==> config.mk <==
export PLATFORM = sky130hd
export DESIGN_NAME = ack_and_crc_response_deframer_top
export DESIGN_NICKNAME = d
export VERILOG_FILES = /design/src/rtl/acdf_pkg.sv /design/src/rtl/acdf_fsm.sv /design/src/rtl/ack_and_crc_response_deframer_top.sv
export SDC_FILE = /design/constraint.sdc
export NUM_CORES = 1
export LEC_CHECK = 0
export ABC_AREA = 0
export ABC_CLOCK_PERIOD_IN_PS = 14300
export BUFFER_PORTS_ARGS = -buffer_cell sky130_fd_sc_hd__clkbuf_2
export CAP_MARGIN = 40
export CELL_PAD_IN_SITES_DETAIL_PLACEMENT = 0
export CELL_PAD_IN_SITES_GLOBAL_PLACEMENT = 1
export CORE_ASPECT_RATIO = 0.9
export CORE_UTILIZATION = 40
export DETAILED_ROUTE_END_ITERATION = 6
export GPL_TIMING_DRIVEN = 0
export PLACE_DENSITY = 0.68
export SYNTH_ARGS = -nofsm -noshare
export SYNTH_HDL_FRONTEND = slang
export SYNTH_SLANG_ARGS = --single-unit
==> constraint.sdc <==
create_clock -name clk_i -period 14.3 [get_ports clk_i]
set_input_delay 0.715 -clock clk_i [delete_from_list [all_inputs] [get_ports clk_i]]
set_output_delay 0.715 -clock clk_i [all_outputs]
set_load 0.01 [all_outputs]
==> src/rtl/acdf_pkg.sv <==
package acdf_pkg;

  // Fixed byte values of the exchange.
  localparam logic [7:0]  ACK_ZERO   = 8'h00;
  localparam logic [7:0]  ACK_ONES   = 8'hFF;
  localparam logic [7:0]  HDR_BYTE   = 8'h80;
  localparam logic [15:0] CRC_INIT   = 16'hFFFF;
  localparam logic [15:0] MAX_LEN_RST = 16'd260;

  // Configuration register indexes.
  localparam int unsigned CFG_IDX_W = 2;
  localparam logic [CFG_IDX_W-1:0] CFG_EXPECT_BODY = 2'd0;
  localparam logic [CFG_IDX_W-1:0] CFG_MAX_BODY_LEN = 2'd1;

  // Final status codes.
  typedef enum logic [2:0] {
    ST_OK       = 3'd0,
    ST_ACK_ERR  = 3'd1,
    ST_BAD_HDR  = 3'd2,
    ST_TOO_LONG = 3'd3,
    ST_CRC_BAD  = 3'd4
  } status_e;

  // Result kinds.
  localparam logic KIND_BODY  = 1'b0;
  localparam logic KIND_FINAL = 1'b1;

  // One result item as it travels from the receiver to the output register.
  typedef struct packed {
    logic        kind;
    logic [7:0]  body_byte;
    logic [15:0] byte_index;
    logic [2:0]  status;
    logic [15:0] body_length;
    logic        last;
  } acdf_res_t;

  // One byte of CRC-16 CCITT (poly 0x1021, MSB first), table-free form.
  function automatic logic [15:0] crc_step(input logic [15:0] crc, input logic [7:0] b);
    logic [7:0] x;
    x = crc[15:8] ^ b;
    x = x ^ {4'b0000, x[7:4]};
    crc_step = {crc[7:0], 8'h00} ^ {x[3:0], 12'h000} ^ {3'b000, x, 5'b00000}
               ^ {8'h00, x};
  endfunction

endpackage

==> src/rtl/acdf_fsm.sv <==
module acdf_fsm (
  input  logic                             clk_i,
  input  logic                             rst_ni,
  input  logic                             cfg_we_i,
  input  logic [acdf_pkg::CFG_IDX_W-1:0]   cfg_idx_i,
  input  logic [15:0]                      cfg_data_i,
  input  logic                             step_i,
  input  logic [7:0]                       byte_i,
  output logic                             res_valid_o,
  output acdf_pkg::acdf_res_t              res_o
);

  typedef enum logic [6:0] {
    PH_ACK    = 7'b0000001,
    PH_HDR    = 7'b0000010,
    PH_LEN_LO = 7'b0000100,
    PH_LEN_HI = 7'b0001000,
    PH_BODY   = 7'b0010000,
    PH_CRC_LO = 7'b0100000,
    PH_CRC_HI = 7'b1000000
  } phase_e;

  phase_e      phase_q, phase_d;
  logic        expect_body_q;
  logic [15:0] max_len_q;
  logic [15:0] frame_len_q, frame_len_d;
  logic [15:0] seen_q, seen_d;
  logic [15:0] crc_q, crc_d;
  logic [7:0]  hold_q, hold_d;
  logic [15:0] len_word;
  logic [15:0] seen_inc;

  // Configuration registers.
  always_ff @(posedge clk_i or negedge rst_ni) begin
    if (!rst_ni) begin
      expect_body_q <= 1'b1;
      max_len_q     <= acdf_pkg::MAX_LEN_RST;
    end else if (cfg_we_i) begin
      if (cfg_idx_i == acdf_pkg::CFG_EXPECT_BODY) begin
        expect_body_q <= cfg_data_i[0];
      end else if (cfg_idx_i == acdf_pkg::CFG_MAX_BODY_LEN) begin
        max_len_q <= cfg_data_i;
      end
    end
  end

  assign len_word = {byte_i, hold_q};
  assign seen_inc = seen_q + 16'd1;

  // Per-byte state update and result forming.
  always_comb begin
    phase_d     = phase_q;
    frame_len_d = frame_len_q;
    seen_d      = seen_q;
    crc_d       = crc_q;
    hold_d      = hold_q;
    res_valid_o = 1'b0;
    res_o       = '0;
    res_o.kind  = acdf_pkg::KIND_FINAL;
    res_o.last  = 1'b1;
    case (phase_q)
      PH_HDR: begin
        if (byte_i != acdf_pkg::HDR_BYTE) begin
          res_valid_o  = 1'b1;
          res_o.status = acdf_pkg::ST_BAD_HDR;
          phase_d      = PH_ACK;
        end else begin
          phase_d = PH_LEN_LO;
        end
      end
      PH_LEN_LO: begin
        hold_d  = byte_i;
        phase_d = PH_LEN_HI;
      end
      PH_LEN_HI: begin
        frame_len_d = len_word;
        if (len_word > max_len_q) begin
          res_valid_o       = 1'b1;
          res_o.status      = acdf_pkg::ST_TOO_LONG;
          res_o.body_length = len_word;
          phase_d           = PH_ACK;
        end else begin
          seen_d  = '0;
          crc_d   = acdf_pkg::CRC_INIT;
          phase_d = (len_word == 16'd0) ? PH_CRC_LO : PH_BODY;
        end
      end
      PH_BODY: begin
        res_valid_o      = 1'b1;
        res_o.kind       = acdf_pkg::KIND_BODY;
        res_o.last       = 1'b0;
        res_o.body_byte  = byte_i;
        res_o.byte_index = seen_q;
        crc_d            = acdf_pkg::crc_step(crc_q, byte_i);
        seen_d           = seen_inc;
        if (seen_inc >= frame_len_q) begin
          phase_d = PH_CRC_LO;
        end
      end
      PH_CRC_LO: begin
        hold_d  = byte_i;
        phase_d = PH_CRC_HI;
      end
      PH_CRC_HI: begin
        res_valid_o       = 1'b1;
        res_o.status      = (len_word == crc_q) ? acdf_pkg::ST_OK : acdf_pkg::ST_CRC_BAD;
        res_o.body_length = frame_len_q;
        phase_d           = PH_ACK;
      end
      default: begin
        // Waiting for the acknowledge byte; stray codes land here as well.
        phase_d = PH_ACK;
        if (byte_i != acdf_pkg::ACK_ZERO && byte_i != acdf_pkg::ACK_ONES) begin
          res_valid_o  = 1'b1;
          res_o.status = acdf_pkg::ST_ACK_ERR;
        end else begin
          frame_len_d = '0;
          seen_d      = '0;
          crc_d       = acdf_pkg::CRC_INIT;
          if (!expect_body_q) begin
            res_valid_o  = 1'b1;
            res_o.status = acdf_pkg::ST_OK;
          end else begin
            phase_d = PH_HDR;
          end
        end
      end
    endcase
  end

  // Receiver state advances only when a byte is processed.
  always_ff @(posedge clk_i or negedge rst_ni) begin
    if (!rst_ni) begin
      phase_q     <= PH_ACK;
      frame_len_q <= '0;
      seen_q      <= '0;
      crc_q       <= acdf_pkg::CRC_INIT;
      hold_q      <= '0;
    end else if (step_i) begin
      phase_q     <= phase_d;
      frame_len_q <= frame_len_d;
      seen_q      <= seen_d;
      crc_q       <= crc_d;
      hold_q      <= hold_d;
    end
  end

  // A body byte can only be emitted with an index below the declared length.
  a_index_in_range: assert property (@(posedge clk_i) disable iff (!rst_ni)
    (step_i && phase_q == PH_BODY) |-> (seen_q < frame_len_q))
    else $error("body byte index reached the declared length");

  // Every final status sends the receiver back to waiting for an ack.
  a_final_to_ack: assert property (@(posedge clk_i) disable iff (!rst_ni)
    (step_i && res_valid_o && res_o.last) |=> (phase_q == PH_ACK))
    else $error("final status did not return to ack phase");

endmodule

==> src/rtl/ack_and_crc_response_deframer_top.sv <==
// Path: a byte waits in the input register until it is processed; its result, if any, is
// captured in the result register at that edge. Throughput: one byte per cycle while the
// result register is free or being read; the single-step CRC update sets no limit.
// Reset: rst_ni is asynchronous and active low; the receiver waits for an ack,
// expect_body resets to 1 and max_body_len to 260.
module ack_and_crc_response_deframer_top (
  input  logic                           clk_i,
  input  logic                           rst_ni,
  input  logic                           cfg_we_i,
  input  logic [acdf_pkg::CFG_IDX_W-1:0] cfg_idx_i,
  input  logic [15:0]                    cfg_data_i,
  input  logic                           in_valid_i,
  output logic                           in_ready_o,
  input  logic [7:0]                     rx_byte_i,
  output logic                           out_valid_o,
  input  logic                           out_ready_i,
  output logic                           result_kind_o,
  output logic [7:0]                     body_byte_o,
  output logic [15:0]                    byte_index_o,
  output logic [2:0]                     status_o,
  output logic [15:0]                    body_length_o,
  output logic                           last_o
);

  logic                in_vld_q;
  logic [7:0]          in_byte_q;
  logic                adv;
  logic                res_valid;
  acdf_pkg::acdf_res_t res;
  logic                out_vld_q, out_vld_d;
  acdf_pkg::acdf_res_t out_q;

  // The held byte is processed whenever the result register is free or emptying.
  assign adv        = in_vld_q && (!out_vld_q || out_ready_i);
  assign in_ready_o = !in_vld_q || adv;

  // Input register.
  always_ff @(posedge clk_i or negedge rst_ni) begin
    if (!rst_ni) begin
      in_vld_q <= 1'b0;
    end else if (in_ready_o) begin
      in_vld_q <= in_valid_i;
    end
  end

  always_ff @(posedge clk_i) begin
    if (in_ready_o && in_valid_i) begin
      in_byte_q <= rx_byte_i;
    end
  end

  acdf_fsm u_fsm (
    .clk_i       (clk_i),
    .rst_ni      (rst_ni),
    .cfg_we_i    (cfg_we_i),
    .cfg_idx_i   (cfg_idx_i),
    .cfg_data_i  (cfg_data_i),
    .step_i      (adv),
    .byte_i      (in_byte_q),
    .res_valid_o (res_valid),
    .res_o       (res)
  );

  // Result register.
  always_comb begin
    out_vld_d = out_vld_q;
    if (adv) begin
      out_vld_d = res_valid;
    end else if (out_ready_i) begin
      out_vld_d = 1'b0;
    end
  end

  always_ff @(posedge clk_i or negedge rst_ni) begin
    if (!rst_ni) begin
      out_vld_q <= 1'b0;
    end else begin
      out_vld_q <= out_vld_d;
    end
  end

  always_ff @(posedge clk_i) begin
    if (adv && res_valid) begin
      out_q <= res;
    end
  end

  assign out_valid_o   = out_vld_q;
  assign result_kind_o = out_q.kind;
  assign body_byte_o   = out_q.body_byte;
  assign byte_index_o  = out_q.byte_index;
  assign status_o      = out_q.status;
  assign body_length_o = out_q.body_length;
  assign last_o        = out_q.last;

  // The input side stalls only behind a held byte and a stalled result.
  a_stall_cause: assert property (@(posedge clk_i) disable iff (!rst_ni)
    !in_ready_o |-> (in_vld_q && out_vld_q && !out_ready_i))
    else $error("input stalled without a blocked result");

  // A final status is always flagged last, a body byte never.
  a_last_kind: assert property (@(posedge clk_i) disable iff (!rst_ni)
    out_vld_q |-> (out_q.last == out_q.kind))
    else $error("last flag disagrees with result kind");

  // A body byte result carries no status or length.
  a_body_clean: assert property (@(posedge clk_i) disable iff (!rst_ni)
    (out_vld_q && out_q.kind == acdf_pkg::KIND_BODY)
      |-> (out_q.status == acdf_pkg::ST_OK && out_q.body_length == 16'd0))
    else $error("body byte result has status or length set");

endmodule
==> impl_metrics.env, run 1 <==
export IMPL_run_status="finished with violations"
export IMPL_violated_checks="DRC"
export IMPL_powerDensity_nw_per_um2=132.5
export IMPL_grt_first_pass_wirelength_mm=25.96
export IMPL_worst_setup_hold_path_clk_slew_ns=0.06
export IMPL_met2_wl_post_dr_mm=7.474
export IMPL_hold_viol_final=0
export IMPL_post_cts_resized_instances=0
export IMPL_final_period_utilization=0.3120
export IMPL_cp_data_required_time_ns=14.42
export IMPL_dpl_hpwl_mm=11.57
export IMPL_max_freq_mhz=224.1
export IMPL_worstPathMaxFanout=14
export IMPL_total_leakage_power_nw=3.579
export IMPL_crit_path_frequent_cell="buf_4"
export IMPL_grt_antenna_before_repair=0
export IMPL_floorplan_io_pins=78
export IMPL_routed_top_layer="met4"
export IMPL_routed_wl_met3_um=709
export IMPL_hold_buffers=0
export IMPL_grt_setup_unrepaired="no"
export IMPL_insertion_delay_ns=0.43
export IMPL_numClockSinks=134
export IMPL_n_antenna_cell=0
export IMPL_synth_seq_cells=134
export IMPL_post_drt_via_cell_ratio=5.254
export IMPL_final_nets=737
export IMPL_layout_commonest_cell="clkbuf_2"
export IMPL_drt_wirelength_per_cell_um=17.98
export IMPL_post_route_cells_drive_above_1_share=0.2726
export IMPL_dominantRegCellSynth="dfrtp_1"
export IMPL_gp_congestion=0.8503
export IMPL_grt_max_degree=48
export IMPL_num_rows=44
export IMPL_final_cell_count_no_fill=893
export IMPL_maxSlewHeadroom=0.4091
export IMPL_final_max_slew_viol_count=0
export IMPL_final_min_clock_period_ns=4.461
export IMPL_preCtsSetupSlack_ns=9.901
export IMPL_grt_remaining_overflow=0
export IMPL_dieHeight_um=125.2
export IMPL_cpPeakStageDelay_ns=0.74
export IMPL_post_synth_num_cell_types=59
export IMPL_clk_path_buf_depth=2
export IMPL_synth_cell_area_um2=6740
export IMPL_synth_enable_flop_cells=52
export IMPL_final_setup_tns_ns=0
export IMPL_ir_worst_vdd_v=0.00008917
export IMPL_place_inst=861
export IMPL_timing_worst_slew_pin_value_ns=0.8816
export IMPL_postCtsSetupBuffers=0
export IMPL_sequential_fraction_of_the_synthesis_area=0.5398
export IMPL_hold_path_class="input port to asynchronous set/reset pin"
export IMPL_r2r_start="in_byte_q[5]"
export IMPL_cp_end_kind="flop"
export IMPL_final_cell_mix="clkbuf_2 (76), dfrtp_1 (62), edfxtp_1 (52)"
export IMPL_critical_path_cell_chain="ha_1, nand4_1, a2111o_1, a31oi_1, buf_2, nor3b_1, nor3_2, buf_4, buf_4, buf_4"
export IMPL_crit_path_dat_ns=4.59
export IMPL_synth_cells=573
export IMPL_cp_slowest_cell="nor3_2"
export IMPL_cts_htree_levels=4
export IMPL_design_die_area_um2=17370
export IMPL_areaGrowthSynthToFinish_pct=19.68
export IMPL_cts_buffers_inserted=17
export IMPL_drt_total_wl_mm=16.06
export IMPL_dr_total_vias=4692
export IMPL_cts_tree="built"
export IMPL_first_global_vias=4895
export IMPL_finClkSkew_ns=0.008106
export IMPL_grt_usage=0.1971
export IMPL_critPathLaunchType="flop"
export IMPL_setup_violations=0
export IMPL_mappedNetlistNets=637
export IMPL_post_route_drc_count=9
export IMPL_setup_worst_path_start="in_byte_q[5]"
export IMPL_cts_root_buffer_cell="clkbuf_16"
export IMPL_die_width_um=138.8
export IMPL_postLayoutSetupSlackWorst_ns=9.839
export IMPL_post_synth_cell_area_avg_um2=11.76
export IMPL_starting_utilization_of_the_core_area=0.4136
export IMPL_core_area_um2=16300
export IMPL_drt_met1_wl_mm=7.558
export IMPL_io_buffers=77
export IMPL_detail_route_antenna_nets=0
export IMPL_detail_route_first_pass_iterations=7
export IMPL_postSynth_asyncResetShare=0.6119
export IMPL_yosys_warnings=0
export IMPL_drtIter0Drc=286
export IMPL_maximum_capacitance_violations=0
export IMPL_timing_worst_setup_path_type="flop to flop"
## metrics by stage
stage	instance area [um^2]	utilization	total power, mW	hold slack (ns)
after global routing	8066	0.4950	1.114	0.4243
after floorplan	6740	-	0.5624	0.4194
after detailed placement	7435	0.4562	0.6109	0.4962
after global placement	7385	0.4532	0.6050	0.4922
final	8066	0.4950	1.068	0.3615
after CTS	8066	0.4950	1.080	0.3803
## flip-flops by register name, indices dropped and copies added, names as in the netlist, 8 cells and up
| register | flops |
|---|---|
| in_byte_q | 8 |
| u_fsm.crc_q | 16 |
| u_fsm.hold_q | 8 |
| u_fsm.frame_len_q | 16 |
| body_length_o | 16 |
| byte_index_o | 16 |
| u_fsm.max_len_q | 16 |
| body_byte_o | 8 |
| u_fsm.seen_q | 16 |
## report_power, final
group | total (mW) | internal, mW | leakage, nW | switching [mW]
Sequential | 0.469 | 0.442 | 1.46 | 0.0270
Clock | 0.466 | 0.291 | 0.306 | 0.175
Combinational | 0.134 | 0.0614 | 1.81 | 0.0723
Total | 1.07 | 0.794 | 3.58 | 0.274
## routing by layer
layer / vias up / track usage
met5: - / 0
met4: 0 / 0.07908
met3: 20 / 0.04366
met2: 113 / 0.3179
met1: 2274 / 0.2583
li1: 2285 / -
## area by class of cell
cell class	instances	area (um^2)
Multi-Input combinational cell	373	2835
Timing Repair Buffer	81	430.4
Inverter	40	150.1
Clock buffer	19	464.2
Sequential cell	134	3638
Tap cell	207	259.0
Fill cell	1480	8229
Buffer	26	121.4
Clock inverter	13	167.7
## logic make-up after synthesis
family	share of synthesized area
AOI/OAI and AO/OA	0.1283
xor gates and xnor gates	0.06237
adders and majority gates	0.06126
buffers and inverters	0.04028
DFF	0.5398
muxes	0.04993
and+or+nand+nor	0.1181
## worst max-delay path, delay by kind of cell (launching register included)
family / cells / cell delay (ns)
flops: 1 / 0.62
compound gates: 2 / 0.91
simple gates: 3 / 1.03
buf+inv: 4 / 1.17
fa+ha+maj: 1 / 0.42
## synth_stat cells (all sizes together), types with 2 or more instances
library cell	count	area (um^2)
dfrtp	62	1551
edfxtp	52	1562
inv	39	146.4
ha	33	412.9
nand3	30	150.1
xnor2	30	262.8
mux2	29	326.6
o21ai	28	140.1
a22o	26	227.7
a21oi	23	122.6
and2	23	143.9
nor2	21	83.83
dfstp	20	525.5
xor2	18	157.7
buf	14	76.33
nand2	14	52.55
clkbuf	12	45.04
a2bb2oi	11	96.34
nand4	10	62.56
nand2b	8	50.05
nor3	8	45.04
a31oi	5	31.28
nor4	5	46.29
o211ai	5	37.54
o22a	5	43.79
a21o	4	30.03
or2	4	25.02
a211oi	3	32.53
and3	3	18.77
nor2b	3	18.77
nor3b	3	22.52
a2111o	2	22.52
a31o	2	17.52
nand3b	2	15.01
or3	2	12.51
## worst paths after layout
kind                                        to  slack (ns)  cells past startpoint
hold reg to reg            u_fsm.max_len_q[15]        0.50                      1
setup reg to reg               byte_index_o[1]        9.84                     10
max in group asynchronous     u_fsm.phase_q[0]       13.24                      2
hold / removal                 u_fsm.seen_q[0]        0.36                      1
min in group clk_i                in_byte_q[4]        0.46                      1
setup / recovery               byte_index_o[1]        9.84                     10
Power figures use the tool's default switching activity.
==> inputs of run 2 (changes only) <==
Settings changed: ABC_CLOCK_PERIOD_IN_PS 14300 to 3600, PLACE_DENSITY 0.68 to 0.7.
Clock period 14.3 ns to 3.6 ns, I/O delays scaled along.
==> impl_metrics.env, run 2 (synthesis results as in run 1) <==
export IMPL_detail_route_first_pass_iterations=7
export IMPL_r2r_start="in_byte_q[1]"
export IMPL_die_width_um=138.8
export IMPL_cts_tree="built"
export IMPL_timing_worst_slew_pin_value_ns=0.8926
export IMPL_grt_antenna_before_repair=0
export IMPL_finClkSkew_ns=0.009301
export IMPL_cp_data_required_time_ns=3.71
export IMPL_areaGrowthSynthToFinish_pct=24.10
export IMPL_cts_buffers_inserted=17
export IMPL_setup_violations=0
export IMPL_powerDensity_nw_per_um2=492.7
export IMPL_maxSlewHeadroom=0.3968
export IMPL_grt_first_pass_wirelength_mm=26.46
export IMPL_dr_total_vias=4910
export IMPL_crit_path_dat_ns=3.49
export IMPL_timing_worst_setup_path_type="flop to flop"
export IMPL_dieHeight_um=125.2
export IMPL_total_leakage_power_nw=3.700
export IMPL_critPathLaunchType="flop"
export IMPL_gp_congestion=0.8534
export IMPL_postLayoutSetupSlackWorst_ns=0.2279
export IMPL_num_rows=44
export IMPL_worstPathMaxFanout=21
export IMPL_drtIter0Drc=344
export IMPL_design_die_area_um2=17370
export IMPL_min_delay_start="cfg_data_i[0]"
export IMPL_post_route_cells_drive_above_1_share=0.2720
export IMPL_hold_viol_final=0
export IMPL_drt_wirelength_per_cell_um=17.47
export IMPL_total_power_mw=4.121
export IMPL_fill_cells=1468
export IMPL_starting_utilization_of_the_core_area=0.4136
export IMPL_max_freq_mhz=296.5
export IMPL_final_period_utilization=0.9367
export IMPL_ir_worst_vdd_v=0.0003374
export IMPL_post_route_drc_count=9
export IMPL_maximum_capacitance_violations=0
export IMPL_dpl_hpwl_mm=11.48
export IMPL_whs_ns=0.01515
export IMPL_grt_setup_unrepaired="no"
export IMPL_final_cell_mix="clkbuf_2 (76), dfrtp_1 (62), edfxtp_1 (52)"
export IMPL_grt_max_degree=53
export IMPL_post_drt_via_cell_ratio=5.314
export IMPL_final_max_slew_viol_count=0
export IMPL_grt_usage=0.1989
export IMPL_grt_remaining_overflow=0
export IMPL_insertion_delay_ns=0.42
export IMPL_final_setup_tns_ns=0
export IMPL_first_global_vias=4990
export IMPL_final_min_clock_period_ns=3.372
export IMPL_hold_depth=2
export IMPL_cts_root_buffer_cell="clkbuf_16"
export IMPL_crit_reg2reg_capture="byte_index_o[3]"
export IMPL_detail_route_antenna_nets=0
export IMPL_io_buffers=77
export IMPL_timing_reg2reg_worst_path_depth=9
export IMPL_clk_path_buf_depth=2
export IMPL_run_status="finished with violations"
export IMPL_hold_path_class="input port to flop"
export IMPL_final_nets=768
export IMPL_core_area_um2=16300
export IMPL_utilization=0.5133
export IMPL_drt_total_wl_mm=16.14
export IMPL_setup_slack_of_the_worst_register_to_register_path_ns=0.23
export IMPL_n_antenna_cell=0
export IMPL_cp_end_kind="flop"
export IMPL_cts_htree_levels=4
export IMPL_violated_checks="DRC"
export IMPL_floorplan_io_pins=78
export IMPL_worst_hold_path_endpoint="u_fsm.max_len_q[0]"
export IMPL_worst_setup_hold_path_clk_slew_ns=0.06
export IMPL_layout_commonest_cell="clkbuf_2"
export IMPL_numClockSinks=134
export IMPL_preCtsSetupSlack_ns=-0.1267
-- run 2: changes by cell type in the layout (fill, tap and decap cells not counted), moves of 2 or more --
cell,delta
buf_4,+5
dlygate4sd3_1,+24
clkinv_1,+2
inv_6,-3
buf_8,+2
-- run 2: repair_timing --
item | CTS | global route
resized for setup | 2 | 2
hold endpoints to repair | 39 | 0
endpoints found under the setup margin | 25 | 26
hold buffers | 24 | 0
setup buffers | 3 | 6
pin swaps | 1 | 1
-- run 2: through the flow --
step,cells,area [um^2]
2_1_floorplan,573,6751
3_3_place_gp,857,7396
4_1_cts,919,8319
6_report,924,8364
5_1_grt,924,8364
3_5_place_dp,860,7456
-- run 2: worst max-delay path: stages, from the launching register on --
cell and delay [ns]:
edfxtp_1 0.59, ha_1 0.40, nand4_1 0.17, a2111o_1 0.42, a31oi_2 0.32, buf_2 0.31, nor3b_1 0.13, nor3_4 0.27
buf_8 0.23, buf_8 0.21
-- run 2: worst max path at each step --
stage / endpoint / startpoint
after floorplan: body_byte_o[0] / in_byte_q[3]
after global placement: byte_index_o[0] / in_byte_q[6]
after detailed placement: byte_index_o[0] / in_byte_q[6]
after CTS: byte_index_o[3] / in_byte_q[3]
after global routing: u_fsm.phase_q[4] / u_fsm.seen_q[0]
final: byte_index_o[3] / in_byte_q[1]
-- run 2: final cells by class --
type	count	area (um^2)	area share
tap	207	259.0	0.03096
buffer	25	117.6	0.01406
multi-input combinational	373	2859	0.3418
clock buffer	19	442.9	0.05295
timing repair buffer	113	765.7	0.09155
clock inverter	13	131.4	0.01571
sequential	134	3638	0.4350
inverter	40	150.1	0.01795
-- run 2: power by group --
group | switching, mW | total (mW) | internal, mW
clock network | 0.652 | 1.68 | 1.03
registers | 0.0991 | 1.85 | 1.76
logic | 0.307 | 0.583 | 0.277
total | 1.06 | 4.12 | 3.06
-- run 2: per-layer routing --
layer  track usage  vias to the layer above  part of all wire
li1              -                     2351                 -
met1        0.2665                     2399              0.46
met2        0.3229                      142              0.47
met3       0.04404                       18             0.050
met4       0.06013                        0             0.013
met5             0                        -                 0
==> inputs of run 3 (changes only) <==
Settings changed: CTS_BUF_LIST from default to sky130_fd_sc_hd__clkbuf_2 sky130_fd_sc_hd__clkbuf_4 sky130_fd_sc_hd__clkbuf_8.
==> impl_metrics.env, run 3 (synthesis results as in run 1) <==
export IMPL_dpl_hpwl_mm=11.48
export IMPL_timing_worst_slew_pin_value_ns=0.8975
export IMPL_clk_path_buf_depth=2
export IMPL_drtIter0Drc=270
export IMPL_crit_path_frequent_cell="nand3_1"
export IMPL_met1_usage=0.2641
export IMPL_grt_util_met3=0.04366
export IMPL_grt_remaining_overflow=0
export IMPL_detail_route_first_pass_iterations=7
export IMPL_grt_antenna_before_repair=0
export IMPL_starting_utilization_of_the_core_area=0.4136
export IMPL_total_power_mw=3.665
export IMPL_dr_total_vias=4905
export IMPL_cts_root_buffer_cell="clkbuf_8"
export IMPL_numClockSinks=134
export IMPL_placedInstanceArea_um2=7456
export IMPL_first_global_vias=4934
export IMPL_preCtsSetupSlack_ns=-0.1267
export IMPL_cts_buffers_inserted=17
export IMPL_n_antenna_cell=0
export IMPL_timing_worst_setup_path_type="flop to flop"
export IMPL_insertion_delay_ns=0.45
export IMPL_setup_violations=0
export IMPL_violated_checks="DRC"
export IMPL_final_min_clock_period_ns=3.396
export IMPL_final_max_slew_viol_count=0
export IMPL_post_route_cells_drive_above_1_share=0.2732
export IMPL_drt_total_wl_mm=15.93
export IMPL_postLayoutCellArea_um2=8209
export IMPL_areaGrowthSynthToFinish_pct=21.79
export IMPL_post_drt_via_cell_ratio=5.286
export IMPL_final_cell_mix="clkbuf_2 (76), dfrtp_1 (62), edfxtp_1 (52)"
export IMPL_hold_viol_final=0
export IMPL_powerDensity_nw_per_um2=446.5
export IMPL_die_width_um=138.8
export IMPL_detail_route_antenna_nets=0
export IMPL_critPathLaunchType="flop"
export IMPL_layout_commonest_cell="clkbuf_2"
export IMPL_cp_slowest_cell="dfrtp_1"
export IMPL_place_inst=860
export IMPL_post_route_drc_count=9
export IMPL_cpPeakStageDelay_ns=0.46
export IMPL_drt_wirelength_per_cell_um=17.17
export IMPL_cts_tree="built"
export IMPL_run_status="finished with violations"
export IMPL_ir_worst_vdd_v=0.0002493
export IMPL_final_setup_tns_ns=0
export IMPL_grt_max_degree=53
export IMPL_maxSlewHeadroom=0.3935
export IMPL_gp_congestion=0.8534
export IMPL_grt_most_used_layer="met2"
export IMPL_cp_data_required_time_ns=3.93
export IMPL_floorplan_io_pins=78
export IMPL_gr_usage_met2=0.3161
export IMPL_max_freq_mhz=294.5
export IMPL_total_leakage_power_nw=3.634
export IMPL_final_nets=772
export IMPL_hold_path_class="input port to flop"
export IMPL_io_buffers=77
export IMPL_final_cell_count_no_fill=928
export IMPL_maximum_capacitance_violations=0
export IMPL_grt_usage=0.1969
export IMPL_grt_first_pass_wirelength_mm=26.10
export IMPL_postLayoutSetupSlackWorst_ns=0.2044
export IMPL_cp_end_kind="flop"
export IMPL_worstPathMaxFanout=7
export IMPL_dieHeight_um=125.2
export IMPL_finClkSkew_ns=0.01215
export IMPL_final_period_utilization=0.9432
export IMPL_num_rows=44
export IMPL_cts_htree_levels=4
export IMPL_critical_path_cell_chain="ha_1, nand3_1, nor2_1, and3_2, nand3_1, xnor2_1, ha_1, nand3_1, a211oi_1, o41ai_1, o211ai_1, a21oi_4, buf_12, mux2_2"
export IMPL_grt_setup_unrepaired="no"
export IMPL_design_die_area_um2=17370
export IMPL_crit_path_dat_ns=3.72
export IMPL_worst_setup_hold_path_clk_slew_ns=0.08
export IMPL_core_area_um2=16300
[run 3: path summary, 6_finish.rpt]
check                                      end  slack, ns                 from  cells after the start
setup / recovery              u_fsm.phase_q[2]       0.20      u_fsm.seen_q[0]                     14
hold / removal                     out_valid_o       0.02          out_ready_i                      3
setup reg to reg              u_fsm.phase_q[2]       0.20      u_fsm.seen_q[0]                     14
hold reg to reg            u_fsm.max_len_q[12]       0.51  u_fsm.max_len_q[12]                      1
max in group asynchronous       u_fsm.crc_q[8]       2.69               rst_ni                      3
min in group asynchronous  u_fsm.max_len_q[11]       0.25               rst_ni                      2
[run 3: per-layer routing]
| metal | vias up | share of wire |
|---|---|---|
| li1 | 2369 | - |
| met1 | 2381 | 0.47 |
| met2 | 139 | 0.47 |
| met3 | 16 | 0.045 |
| met4 | 0 | 0.013 |
| met5 | - | 0 |
[run 3: cell type report]
class                           instances  area [um^2]
Timing Repair Buffer                  117        800.8
Fill cell                            1502         8087
Tap cell                              207        259.0
Clock buffer                           19        255.2
Multi-Input combinational cell        373         2856
Sequential cell                       134         3638
Inverter                               40        150.1
Clock inverter                         13        131.4
Buffer                                 25        117.6
[run 3: power breakdown]
group	switching [mW]	internal [mW]	total [mW]
clock network	0.596	0.635	1.23
logic	0.307	0.279	0.586
registers	0.0962	1.75	1.85
[run 3: worst max-delay path: cells and delay by family (launching register included)]
family | cells | cell delay [ns]
buffers and inverters | 1 | 0.14
XOR/XNOR | 1 | 0.26
adder cells (fa/ha/maj) | 2 | 0.59
AND/OR/NAND/NOR | 5 | 0.91
multiplexers | 1 | 0.32
flip-flops | 1 | 0.46
AO/OA/AOI/OAI | 4 | 0.59
[run 3: what timing repair did]
action	CTS	global route
resized for setup	2	1
hold endpoints to repair	42	0
pin swaps	2	1
setup buffers	2	9
endpoints found under the setup margin	25	26
hold buffers	26	0
[run 3: through the flow]
step             util  hold slack (ns)
6_report       0.5038          0.02408
5_1_grt        0.5038          0.03672
4_1_cts        0.4998         0.009857
3_5_place_dp   0.4575           0.2081
3_3_place_gp   0.4539           0.3571
2_1_floorplan       -          -0.1156
